<file path="config.mk">
export PLATFORM = sky130hd
export DESIGN_NAME = trz_div
export DESIGN_NICKNAME = d
export VERILOG_FILES = /design/src/rtl/trz_pkg.sv /design/src/rtl/trz_div.sv
export SDC_FILE = /design/constraint.sdc
export NUM_CORES = 1
export LEC_CHECK = 0
export BUFFER_PORTS_ARGS = -buffer_cell sky130_fd_sc_hd__buf_2
export CORE_ASPECT_RATIO = 0.6
export CORE_MARGIN = 1
export CORE_UTILIZATION = 35
export CTS_CLUSTER_SIZE = 30
export DETAILED_ROUTE_END_ITERATION = 8
export PLACE_DENSITY_LB_ADDON = 0.12
export SETUP_SLACK_MARGIN = 0.3
export SKIP_CTS_REPAIR_TIMING = 1
export SYNTH_ARGS = -nofsm -noshare
export SYNTH_HDL_FRONTEND = slang
export SYNTH_SLANG_ARGS = --single-unit
</file>
<file path="constraint.sdc">
create_clock -name i_clk -period 7.9 [get_ports i_clk]
set_input_delay 1.975 -clock i_clk [delete_from_list [all_inputs] [get_ports i_clk]]
set_output_delay 1.975 -clock i_clk [all_outputs]
set_load 0.01 [all_outputs]
</file>
<file path="src/rtl/trz_pkg.sv">
// ----------------------------------------------------------------------------
// trz_pkg
// Shared constants, types and helpers of the triangle raster engine.
// ----------------------------------------------------------------------------
package trz_pkg;

    localparam int MAX_WIDTH_DEF  = 512;
    localparam int MAX_HEIGHT_DEF = 512;
    localparam int CFG_RESET_DIM  = 512;

    localparam int CRD_W   = 16;
    localparam int DEP_W   = 16;
    localparam int COL_W   = 32;
    localparam int OP_W    = 18;
    localparam int PROD_W  = 2 * OP_W;
    localparam int EDGE_W  = 38;
    localparam int DEN_W   = 36;
    localparam int NUM_W   = 52;
    localparam int QUO_W   = 16;
    localparam int CFG_W   = 10;
    localparam int IDATA_W = 176;

    localparam logic [DEP_W-1:0] DEPTH_FAR  = 16'hFFFF;
    localparam logic [DEP_W-1:0] DEPTH_NEAR = 16'h0000;

    typedef enum logic [2:0] {
        A_CLEAR = 3'd0,
        A_PUT   = 3'd1,
        A_RECT  = 3'd2,
        A_TRI   = 3'd3,
        A_ZTRI  = 3'd4,
        A_END   = 3'd5,
        A_READ  = 3'd6,
        A_NONE  = 3'd7
    } t_action;

    localparam logic CFG_IDX_WIDTH  = 1'b0;
    localparam logic CFG_IDX_HEIGHT = 1'b1;

    // first and second vertex of each edge; edge three is the area edge
    function automatic logic [1:0] edge_i0(input logic [1:0] e);
        unique case (e)
            2'd0:    edge_i0 = 2'd1;
            2'd1:    edge_i0 = 2'd2;
            default: edge_i0 = 2'd0;
        endcase
    endfunction

    function automatic logic [1:0] edge_i1(input logic [1:0] e);
        unique case (e)
            2'd0:    edge_i1 = 2'd2;
            2'd1:    edge_i1 = 2'd0;
            default: edge_i1 = 2'd1;
        endcase
    endfunction

    typedef struct packed {
        logic start;
        logic done;
    } t_div_ctl;

endpackage

</file>
<file path="src/rtl/trz_div.sv">
// ----------------------------------------------------------------------------
// trz_div
// Restoring divider, one quotient bit per cycle, quotient below 2^16.
// ----------------------------------------------------------------------------
module trz_div
    import trz_pkg::*;
(
    input  logic             i_clk,
    input  logic             i_rst_n,
    input  logic             i_start,
    input  logic [NUM_W-1:0] i_num,
    input  logic [DEN_W-1:0] i_den,
    output t_div_ctl         o_ctl,
    output logic [QUO_W-1:0] o_quot
);

    logic [NUM_W-1:0] r_rem;
    logic [NUM_W-1:0] r_den;
    logic [QUO_W-1:0] r_quot;
    logic [4:0]       r_cnt;
    logic             r_busy;
    logic             r_done;

    always_ff @(posedge i_clk) begin
        if (!i_rst_n) begin
            r_busy <= 1'b0;
            r_done <= 1'b0;
            r_cnt  <= '0;
        end else begin
            if (i_start) begin
                r_done <= 1'b0;
                r_busy <= 1'b1;
                r_cnt  <= 5'(QUO_W);
                r_rem  <= i_num;
                r_den  <= NUM_W'(i_den) << (QUO_W - 1);
                r_quot <= '0;
            end else if (r_busy) begin
                if (r_rem >= r_den) begin
                    r_rem  <= r_rem - r_den;
                    r_quot <= {r_quot[QUO_W-2:0], 1'b1};
                end else begin
                    r_quot <= {r_quot[QUO_W-2:0], 1'b0};
                end
                r_den  <= r_den >> 1;
                r_cnt  <= r_cnt - 5'd1;
                r_done <= (r_cnt == 5'd1);
                if (r_cnt == 5'd1) begin
                    r_busy <= 1'b0;
                end
            end else begin
                r_done <= 1'b0;
            end
        end
    end

    assign o_ctl.start = r_busy;
    assign o_ctl.done  = r_done;
    assign o_quot      = r_quot;

endmodule

</file>
# After elaboration in Yosys (flattened, before gate mapping)
# Cells that the tools add are included.
# W data, S select, Z words.
totals:
  ff_bits: 126
  input_bits: 91
  out_inout_bits: 18
  elab_cells: 32
op_classes:
  add_sub_neg: 2
  order_cmp: 1
  eq_ne: 1
  mux: 12
  bitwise_logic: 2
  n_reduce_logical: 6
op_table:
  columns: ["operator", "count"]
  rows:
  - ["$mux W52", 3]
  - ["$mux W51", 2]
  - ["$ge A52 B51 Y1", 1]
  - ["$sub A52 B51 Y52", 1]
  - ["$mux W16", 1]
  - ["$mux W5", 2]
  - ["$eq A5 B1 Y1 const B", 1]
  - ["$sub A5 B1 Y5 const B", 1]
  - ["$mux W1", 4]
  - ["$reduce_bool A2 Y1", 2]
  - ["$reduce_and A3 Y1", 1]
  - ["$reduce_or A3 Y1", 1]
  - ["$not A1 Y1", 2]
  - ["$reduce_and A2 Y1", 1]
  - ["$reduce_or A2 Y1", 1]

# Longest topological paths before layout
# Gate-level depths: netlist of the first run.
depth:
  depth_word: 4
  depth_mapped: 12
  mapped_depth_nobuf: 12

# Least setup slack after synthesis of the first run
# No wires, ideal clock.
synth_path:
  path_type: "input-to-reg"
  start: "input i_start"
  end: "register r_rem[0] (enable)"
  setup_ps: 479
  t_arrival_ps: 5200
  path_slack_ps: 2221
  path_stages: 5
  path_buffers: 3
  cell_sequence: "buf_6 -> buf_6 -> clkbuf_1 -> o21ai_0 -> a21oi_1"
synth_between:
  elab_chain_cells: 2
synth_lines:
  columns: ["element", "line_no", "source"]
  rows:
  - ["from (decl)", "trz_div.sv:10", "input logic i_start,"]
  - ["$reduce_bool A2 Y1 (no source line)", null, null]
  - ["$reduce_and A3 Y1 (no source line) (*)", null, null]
  - ["to (signal assigned)", "trz_div.sv:34", "r_rem <= i_num;"]
  - ["to (signal assigned)", "trz_div.sv:39", "r_rem <= r_rem - r_den;"]
  - ["to (decl)", "trz_div.sv:17", "logic [NUM_W-1:0] r_rem;"]
# Every way passes the cells marked *; elsewhere a longest branch is shown, timed or not.
# A chain may end at the register's enable or synchronous reset.

# Final worst setup path of the first run
layout_path:
  start: "input i_start"
  end: "register r_quot[15] (netlist: o_quot[15]) (enable)"
layout_between:
  elab_chain_cells: 2
layout_lines:
  columns: ["element", "line_no", "source"]
  rows:
  - ["$reduce_bool A2 Y1 (no source line)", null, null]
  - ["$reduce_and A2 Y1 (no source line)", null, null]
  - ["to (signal assigned)", "trz_div.sv:40", "r_quot <= {r_quot[QUO_W-2:0], 1'b1};"]
  - ["to (signal assigned)", "trz_div.sv:42", "r_quot <= {r_quot[QUO_W-2:0], 1'b0};"]
  - ["to (decl)", "trz_div.sv:19", "logic [QUO_W-1:0] r_quot;"]
# No other way between the ends.

==> results of run 1 <==
## flip-flops by register name (all words and copies together), names as in the netlist
name and count:
r_cnt 5, o_quot 16, r_rem 52, r_done 1, r_busy 1, r_den 51
## cell usage after synthesis, types with 2 or more instances
| library cell | number | area, um^2 |
|---|---|---|
| mux2_2 | 2 | 22.5 |
| nand2b_1 | 6 | 37.5 |
| nor2b_1 | 18 | 113 |
| clkbuf_1 | 20 | 75.1 |
| o21bai_1 | 13 | 97.6 |
| nand2_1 | 127 | 477 |
| a311oi_1 | 2 | 17.5 |
| buf_1 | 3 | 11.3 |
| o21ai_1 | 10 | 50.1 |
| ha_1 | 53 | 663 |
| buf_6 | 9 | 101 |
| dfxtp_1 | 7 | 140 |
| mux2i_1 | 2 | 20.0 |
| nor2_4 | 2 | 22.5 |
| nand4_1 | 8 | 50.1 |
| buf_4 | 6 | 45.0 |
| nand3_1 | 17 | 85.1 |
| xor2_1 | 23 | 201 |
| and4_1 | 6 | 52.6 |
| buf_2 | 6 | 30.0 |
| nor4b_1 | 2 | 17.5 |
| o211ai_1 | 4 | 30.0 |
| o221ai_1 | 2 | 17.5 |
| o31ai_2 | 2 | 25.0 |
| a21oi_2 | 5 | 43.8 |
| o21ai_2 | 3 | 26.3 |
| a31oi_1 | 6 | 37.5 |
| a21o_1 | 23 | 173 |
| a21oi_1 | 66 | 330 |
| nor4_1 | 8 | 50.1 |
| nor2_1 | 49 | 184 |
| a211oi_1 | 6 | 45.0 |
| o31ai_4 | 2 | 42.5 |
| inv_1 | 64 | 240 |
| nor3_1 | 12 | 60.1 |
| o21ai_0 | 93 | 465 |
| xnor2_1 | 26 | 228 |
| o31ai_1 | 3 | 22.5 |
| o21a_1 | 4 | 30.0 |
| edfxtp_1 | 119 | 3570 |
| and3_1 | 6 | 37.5 |
## worst max-delay path by stage
stage	from	endpoint	slack, ns
global route	i_start	o_quot[13]$_SDFFCE_PP0P_	3.63
finish	i_start	o_quot[15]$_SDFFCE_PP0P_	3.87
global placement	i_start	o_quot[15]$_SDFFCE_PP0P_	3.36
detailed placement	i_start	o_quot[11]$_SDFFCE_PP0P_	3.35
floorplan	i_start	r_rem[0]$_DFFE_PP_	2.22
CTS	i_start	o_quot[11]$_SDFFCE_PP0P_	3.80
## worst min-delay path: stages, from the launching register on
cell      delay [ns]
dfxtp_1         0.32
nor2_1          0.09
a211oi_1        0.05
## cells by family after synthesis
logic type	share of synthesized area, %
xor+xnor	5.09
fa+ha+maj	8.10
flops	44.0
compound gates	20.5
simple gates	15.5
mux	0.504
buf+inv	6.32
## per-stage QoR
stage | total power, mW | util [%]
2_1_floorplan | 1.29 | -
3_3_place_gp | 1.42 | 39.0
3_5_place_dp | 1.42 | 39.0
4_1_cts | 2.24 | 41.6
5_1_grt | 2.34 | 41.6
6_report | 2.22 | 41.6
## layout make-up
class / instances / area (um^2)
inverter: 64 / 240
clock inverter: 11 / 143
multi-input combinational: 643 / 4200
fill: 2354 / 13600
sequential: 126 / 3710
timing repair buffer: 111 / 569
clock buffer: 20 / 447
tap: 315 / 394
## layer usage
metal | GRT usage (%) | up-vias | share of wire [%]
met2 | 22.2 | 144 | 37
li1 | - | 3336 | -
met1 | 29.5 | 2982 | 57
met3 | 4.14 | 11 | 4.9
met5 | 0 | - | 0
met4 | 4.32 | 0 | 0.83
## power by group through the flow
stage / registers (mW) / clock network, mW / logic [mW]
6_report: 0.829 / 0.809 / 0.586
5_1_grt: 0.835 / 0.850 / 0.654
4_1_cts: 0.830 / 0.824 / 0.586
3_5_place_dp: 0.842 / 0 / 0.582
3_3_place_gp: 0.843 / 0 / 0.582
2_1_floorplan: 0.841 / 0 / 0.445
==> results_dict.tcl, run 1 <==
set metrics [dict create \
    status "finished clean" \
    die-area_um2 24700 \
    row_count 43 \
    cts.sink_count 126 \
    setup_violations 0 \
    drt-vias-per-instance 5.02 \
    antenna_violations_before_repair 0 \
    postLayoutSetupSlackWorst_ns 3.87 \
    power-per-cell-area_nw_per_um2 229 \
    pwr-share-seq_pct 37.3 \
    maximum_fanout_encountered_on_the_critical_timing_path 108 \
    power.share.combinational_pct 26.3 \
    syn-cell-area_um2 8440 \
    path_class "in2reg" \
    dpl.hpwl_um 15200 \
    io-pin-count 109 \
    cts-htree-levels 4 \
    syn-instance-count 880 \
    global_route.usage.total_pct 17.9 \
    final_slew_viol_count 0 \
    p_sw_mw 0.690 \
    global_route.overflow_total 0 \
    dr.pass1.iters 5 \
    critical_path_arrival_ns 4.09 \
    max_stage_delay_ns 0.62 \
    max-cap-violations 0 \
    critPathCaptureType "register" \
    mappedNetlistNets 1025 \
    drt.antenna.violating_nets 0 \
    timing.final.hold_violations 0 \
    effective_utilization_at_floorplan_pct 36.1 \
    final_cell_area_um2 9710 \
    total_leakage_power_nw 3.96 \
    fp.dieH_um 122 \
    internal_power_mw 1.53 \
    worst_path_dominant_cell_family "buffers and inverters" \
    synth_cell_type_count 76 \
    mostFrequentLayoutCells "127 x nand2_1, 119 x edfxtp_1, 107 x buf_2, 93 x o21ai_0, 65 x a21oi_1" \
    fp.coreArea_um2 23300 \
    fmax_ghz 0.248 \
    final.min_clock_period_ns 4.03 \
    hold_start "r_cnt[1]$_SDFFE_PP0P_" \
    ff2ff_setup_slack_ns 3.93 \
    cts_buffer_depth 2 \
    switching_share_of_power_pct 31.0 \
    antenna_cells 0 \
    worst_hold_path.num_cells 2 \
    finalNetCount 1108 \
    worst_hold_slack_ns 0.503 \
    syn-mean-instance-area_um2 9.59 \
    peakVddDrop_mv 0.136 \
    grt_pass1_vias 6004 \
    clock_latency_ns 0.43 \
    drc_errors 0 \
    reg2regPathDepth 12 \
    route.detailed.wl_per_inst_um 16.5 \
    fraction_of_synthesis_flops_using_an_asynchronous_set_or_reset_pin_pct 0 \
    clockRootBuffer "clkbuf_16" \
    routed-via-count 6473 \
    layout-drive-gt1-share_pct 18.3 \
    area_growth_pct 15.1 \
    power.clock.fraction_pct 36.4 \
    worstHoldEndpoint "r_cnt[1]$_SDFFE_PP0P_" \
    timing.rr.end "r_rem[30]$_DFFE_PP_" \
    cts_tree "done" \
    cell_count_after_placement 1259 \
    drt_first_iter_violations 409 \
    numCtsBuffers 17 \
    cp_data_required_time_ns 7.96 \
    placedInstanceArea_um2 9120 \
    max-slew-margin-rel_pct 39.2 \
    post-place-ws_ns 3.35 \
    path_cells "buf_6, o21ai_0, inv_2, buf_4" \
    synth_edf_count 119 \
    grt_max_degree 109 \
    post_layout_nonfiller_instances 1290 \
    fin_worst_skew_ns 0.00966 \
    worst-path-buf-inv 3 \
    setup_repair_after_global_routing_missed_its_margin "no" \
    yosys_register_bits 126 \
    dieWidth_um 202 \
    clkSlewWorstSetupHoldPaths_ns 0.06 \
    gp_congestion 0.816 \
    synth_flop_cell "edfxtp_1" \
    fin_tns_setup_ns 0 \
    place.port_buffers 108 \
    tightest_slew_ns 0.912 \
    totalWireLength_um 21300 \
    critPathLaunchType "input pin" \
    cp_num_cells 4 \
    yosysSeqAreaShare_pct 44.0 \
    layout_worst_path_cycle_share_pct 51.0 \
    r2r_start "r_den[0]$_SDFFCE_PP0P_" \
    critical_path.slowest_cell "buf_4" \
    holdCritPathClass "reg2reg" \
    grt_pass1_wl_um 33700 \
    leading_cell_type_in_the_layout_fill_and_taps_excluded "nand2_1" \
    yosys_warnings 0 \
]
(Power assumes the default switching activity.)
==> run 2: changes to the inputs <==
==> constraint.sdc (replaced) <==
create_clock -name i_clk -period 4.1 [get_ports i_clk]
set_input_delay 1.025 -clock i_clk [delete_from_list [all_inputs] [get_ports i_clk]]
set_output_delay 1.025 -clock i_clk [all_outputs]
set_load 0.01 [all_outputs]
==> run 2 against run 1 <==
Power increased by 93%. Flip-flop and latch count unchanged. Routed wire length increased by 1.4%. Clock-buffer cell count unchanged. Sequential share of layout area decreased by 0.24 points. Design area increased by 0.63%. Largest power group unchanged. Cell count increased by 0.31%. Clock skew increased by 0.0024 ns. Hold slack got worse by 0.0015 ns. Critical endpoint is now r_rem[37]$_DFFE_PP_. First-iteration DRC count increased by 2.4%.
==> results_dict.tcl, run 2 (synthesis gave the netlist of run 1 again) <==
set metrics [dict create \
    p_sw_mw 1.35 \
    reg2regPathDepth 12 \
    max_ffs_per_register 52 \
    mostFrequentLayoutCells "127 x nand2_1, 119 x edfxtp_1, 107 x buf_2, 93 x o21ai_0, 65 x a21oi_1" \
    totalWireLength_um 21600 \
    holdCritPathClass "reg2reg" \
    dpl.hpwl_um 15900 \
    maximum_fanout_encountered_on_the_critical_timing_path 16 \
    peakVddDrop_mv 0.290 \
    critPathCaptureType "register" \
    total_power_mw 4.28 \
    cell_count_after_placement 1262 \
    fin_tns_setup_ns 0 \
    drt-vias-per-instance 5.04 \
    layout_worst_path_cycle_share_pct 84.8 \
    fp.dieH_um 122 \
    critPathLaunchType "register" \
    max-slew-margin-rel_pct 45.1 \
    max_stage_delay_ns 0.42 \
    hold_start "r_cnt[3]$_SDFFE_PP0P_" \
    power-per-cell-area_nw_per_um2 438 \
    fp.coreArea_um2 23300 \
    fmax_ghz 0.288 \
    layout.area.seq_um2 3710 \
    most_used_cell_along_the_critical_path "o21bai_1" \
    finalNetCount 1111 \
    setup_repair_after_global_routing_missed_its_margin "no" \
    worst_hold_slack_ns 0.502 \
    power.share.combinational_pct 26.8 \
    dieWidth_um 202 \
    fin_worst_skew_ns 0.0121 \
    cts.sink_count 126 \
    worstSetupStartpoint "r_den[0]$_SDFFCE_PP0P_" \
    path_cells "ha_1, fa_1, nand2b_1, a21oi_1, o21ai_2, a31oi_4, a221oi_4, o21bai_1, o21bai_1, a22o_1, a21oi_4, buf_4" \
    dr.pass1.iters 5 \
    n_fill_cell 2392 \
    grt_pass1_vias 6116 \
    leading_cell_type_in_the_layout_fill_and_taps_excluded "nand2_1" \
    pwr-share-seq_pct 37.2 \
    drc_errors 0 \
    global_route.usage.total_pct 18.1 \
    post-place-ws_ns 0.607 \
    numCtsBuffers 17 \
    tightest_slew_ns 0.823 \
    multiInputGateArea_um2 4200 \
    area_growth_pct 15.8 \
    switching_share_of_power_pct 31.6 \
    antenna_violations_before_repair 0 \
    final_cell_area_um2 9770 \
    max-cap-violations 0 \
    power.clock.fraction_pct 36.1 \
    path_class "reg2reg" \
    worst_hold_path.num_cells 1 \
    layout-drive-gt1-share_pct 18.7 \
    row_count 43 \
    drt.antenna.violating_nets 0 \
    critical_path_arrival_ns 3.59 \
    cts-htree-levels 4 \
    postLayoutSetupSlackWorst_ns 0.625 \
    r2r_start "r_den[0]$_SDFFCE_PP0P_" \
    antenna_cells 0 \
    postLayoutCoreUtil_pct 41.8 \
    route.detailed.wl_per_inst_um 16.7 \
    final_slew_viol_count 0 \
    status "finished clean" \
    grt_pass1_wl_um 34200 \
    worstHoldEndpoint "r_done$_SDFF_PP0_" \
    post_layout_nonfiller_instances 1294 \
    drt_first_iter_violations 419 \
    grt_max_degree 88 \
    place.port_buffers 108 \
    effective_utilization_at_floorplan_pct 36.1 \
    gp_congestion 0.819 \
    ff2ff_setup_slack_ns 0.62 \
    cts_tree "done" \
    critical_path.slowest_cell "fa_1" \
    total_leakage_power_nw 3.99 \
    clkSlewWorstSetupHoldPaths_ns 0.06 \
    placedInstanceArea_um2 9180 \
    timing.final.hold_violations 0 \
    clock_latency_ns 0.43 \
    io-pin-count 109 \
    cts_buffer_depth 2 \
    die-area_um2 24700 \
    cp_data_required_time_ns 4.21 \
    max_flop_register "r_rem" \
    final.min_clock_period_ns 3.48 \
    setup_violations 0 \
    routed-via-count 6525 \
    internal_power_mw 2.93 \
    clockRootBuffer "clkbuf_16" \
    timing.rr.end "r_rem[37]$_DFFE_PP_" \
    global_route.overflow_total 0 \
]
[run 2: changes by cell type in the layout (fill, tap and decap cells not counted), sizes merged]
cell / previous run / this run
buf: 111 / 114
bufinv: 3 / 2
clkinv: 6 / 4
inv: 64 / 68
[run 2: power by group through the flow]
stage          clock network (mW)  logic (mW)  registers (mW)
2_1_floorplan                   0       0.860            1.62
3_3_place_gp                    0        1.14            1.62
3_5_place_dp                    0        1.13            1.62
4_1_cts                      1.59        1.14            1.59
5_1_grt                      1.64        1.28            1.60
6_report                     1.55        1.15            1.59
[run 2: worst max path at each step]
stage	endpoint	slack, ns	cells after the start
2_1_floorplan	r_rem[0]$_DFFE_PP_	0.46	11
3_3_place_gp	r_rem[38]$_DFFE_PP_	0.76	13
3_5_place_dp	r_rem[38]$_DFFE_PP_	0.61	12
4_1_cts	r_rem[37]$_DFFE_PP_	0.59	12
5_1_grt	r_rem[36]$_DFFE_PP_	0.39	12
6_report	r_rem[37]$_DFFE_PP_	0.62	12
[run 2: layout make-up]
type	count	share of cell area [%]
sequential	126	38.0
clock buffer	20	4.68
multi-input combinational	643	43.0
tap	315	4.03
clock inverter	12	1.37
timing repair buffer	114	6.44
inverter	64	2.46
[run 2: worst max-delay path, delay by kind of cell, from the launching register on]
kind / cells / cell delay (ns)
adders and majority gates: 2 / 0.64
and+or+nand+nor: 1 / 0.19
buffers and inverters: 1 / 0.28
AOI/OAI and AO/OA: 8 / 1.69
DFF: 1 / 0.37
[run 2: metal layers]
metal  vias to the layer above  routed length [um]  GRT usage [%]
met3                         7                 989           4.12
met2                       159                8040           22.7
met1                      3025               12500           29.9
met4                         0                  95           3.67
met5                         -                   0              0
li1                       3334                   -              -
==> run 3: changes to the inputs <==
==> constraint.sdc (replaced) <==
create_clock -name i_clk -period 3.2 [get_ports i_clk]
set_input_delay 0.8 -clock i_clk [delete_from_list [all_inputs] [get_ports i_clk]]
set_output_delay 0.8 -clock i_clk [all_outputs]
set_load 0.01 [all_outputs]
==> run 3 against run 2 <==
Global-route usage rose by 0.41 points. Sequential share of layout area fell by 3.5 points. Hold slack improved by 0.0053 ns. Critical endpoint unchanged. Highest routed layer unchanged. Clock-buffer cell count rose by 2. Critical path depth rose by 1.
==> results_dict.tcl, run 3 (synthesis gave the netlist of run 1 again) <==
set metrics [dict create \
    cts-htree-levels 4 \
    cts_tree "done" \
    holdCritPathClass "reg2reg" \
    drt-vias-per-instance 5.09 \
    hold_start "r_cnt[1]$_SDFFE_PP0P_" \
    antenna_violations_before_repair 0 \
    cell_count_after_placement 1278 \
    global_route.usage.total_pct 18.5 \
    area_growth_pct 27.6 \
    peakVddDrop_mv 0.281 \
    internal_power_mw 4.18 \
    fin_worst_skew_ns 0.0119 \
    grt_pass1_wl_um 34900 \
    r2r_start "r_den[0]$_SDFFCE_PP0P_" \
    critPathCaptureType "register" \
    clockRootBuffer "clkbuf_16" \
    cp_data_required_time_ns 3.34 \
    global_route.overflow_total 0 \
    layout-drive-gt1-share_pct 28.6 \
    final_slew_viol_count 0 \
    antenna_cells 0 \
    max_ffs_per_register 52 \
    place.port_buffers 108 \
    fmax_ghz 0.327 \
    row_count 43 \
    final.min_clock_period_ns 3.06 \
    leading_cell_type_in_the_layout_fill_and_taps_excluded "nand2_1" \
    effective_utilization_at_floorplan_pct 36.1 \
    max-cap-violations 0 \
    power.clock.fraction_pct 35.8 \
    gp_congestion 0.807 \
    timing.final.hold_violations 0 \
    die-area_um2 24700 \
    max_flop_register "r_rem" \
    clock_latency_ns 0.43 \
    power.share.combinational_pct 29.9 \
    critical_path_arrival_ns 3.20 \
    drt.antenna.violating_nets 0 \
    fp.dieH_um 122 \
    route.detailed.wl_per_inst_um 17.2 \
    max-slew-margin-rel_pct 56.5 \
    worst_hold_slack_ns 0.507 \
    worstSetupStartpoint "r_den[0]$_SDFFCE_PP0P_" \
    grt_max_degree 67 \
    drt_first_iter_violations 379 \
    tightest_slew_ns 0.653 \
    p_sw_mw 1.80 \
    grt_pass1_vias 6218 \
    totalWireLength_um 23100 \
    critPathLaunchType "register" \
    path_class "reg2reg" \
    dr.pass1.iters 5 \
    finalNetCount 1161 \
    path_cells "ha_2, fa_2, nand2b_4, a21oi_4, o21ai_4, a31oi_4, a221oi_4, o21bai_1, o21bai_1, a22o_1, a21oi_4, buf_12, clkbuf_16" \
    pwr-share-seq_pct 34.4 \
    mostFrequentLayoutCells "125 x nand2_1, 119 x edfxtp_1, 107 x buf_2, 85 x o21ai_0, 57 x inv_1" \
    layout_worst_path_cycle_share_pct 95.7 \
    post_layout_nonfiller_instances 1344 \
    io-pin-count 109 \
    setup_violations 0 \
    dpl.hpwl_um 16300 \
    cts.sink_count 126 \
    routed-via-count 6840 \
    worst-path-buf-inv 2 \
    fp.coreArea_um2 23300 \
    cts_buffer_depth 2 \
    maximum_fanout_encountered_on_the_critical_timing_path 8 \
    total_leakage_power_nw 4.31 \
    worst_path_dominant_cell_family "compound AO/OA/AOI/OAI gates" \
    status "finished clean" \
    setup_repair_after_global_routing_missed_its_margin "yes" \
    critical_path.slowest_cell "edfxtp_1" \
    numCtsBuffers 17 \
    clkSlewWorstSetupHoldPaths_ns 0.06 \
    power-per-cell-area_nw_per_um2 556 \
    dieWidth_um 202 \
    switching_share_of_power_pct 30.1 \
    drc_errors 0 \
    max_stage_delay_ns 0.37 \
]
-- run 3: cell types whose count changed in the layout (fill, tap and decap cells not counted), sizes merged --
| cell | change |
|---|---|
| buf | +47 |
| clkbuf | +5 |
| inv | -5 |
| bufinv | +3 |
| clkinv | +1 |
| clkinvlp | -1 |
-- run 3: power groups by stage --
stage	combinational, mW	sequential [mW]	clock, mW
global route	1.97	2.07	2.26
CTS	1.51	2.04	2.20
global placement	1.51	2.07	0
floorplan	1.11	2.07	0
finish	1.79	2.06	2.14
detailed placement	1.50	2.08	0
-- run 3: worst paths after layout --
path                            cells after the start                     to  slack, ns
worst min register to register                      2  r_cnt[1]$_SDFFE_PP0P_       0.51
worst max-delay path                               13    r_rem[37]$_DFFE_PP_       0.14
worst min-delay path                                2  r_cnt[1]$_SDFFE_PP0P_       0.51
worst max register to register                     13    r_rem[37]$_DFFE_PP_       0.14
-- run 3: per-layer routing --
layer	routed length [um]	global-route usage, %	vias to the layer above	share of wire [%]
li1	-	-	3436	-
met1	13000	30.4	3236	56
met2	8810	23.2	155	38
met3	1190	4.12	13	5.1
met4	184	4.46	0	0.80
met5	0	0	-	0
-- run 3: area by class of cell --
cell class	instances	area (um^2)
fillers	2294	12600
inverters	64	244
flip-flops and latches	126	3710
repair buffers	164	1100
well taps	315	394
clock buffers	22	454
clock inverters	10	186
multi-input cells	643	4680
-- run 3: worst reg2reg max path, stage by stage (launching register included) --
cell,delay [ns]
edfxtp_1,0.37
ha_2,0.20
fa_2,0.36
nand2b_4,0.16
a21oi_4,0.17
o21ai_4,0.09
a31oi_4,0.24
a221oi_4,0.11
o21bai_1,0.20
o21bai_1,0.09
a22o_1,0.25
a21oi_4,0.20
buf_12,0.16
clkbuf_16,0.17
-- run 3: metrics by stage --
| step | TNS (ns) | util (%) | setup slack (ns) | area, um^2 | power [mW] |
|---|---|---|---|---|---|
| final | 0 | 46.1 | 0.139 | 10800 | 5.98 |
| after global routing | 0 | 46.1 | 0.0518 | 10800 | 6.30 |
| after CTS | 0 | 42.6 | 0.122 | 9960 | 5.76 |
| after detailed placement | 0 | 39.9 | 0.148 | 9320 | 3.58 |
| after global placement | 0 | 39.9 | 0.185 | 9320 | 3.58 |
| after floorplan | -14.46 | - | -0.278 | 8480 | 3.18 |
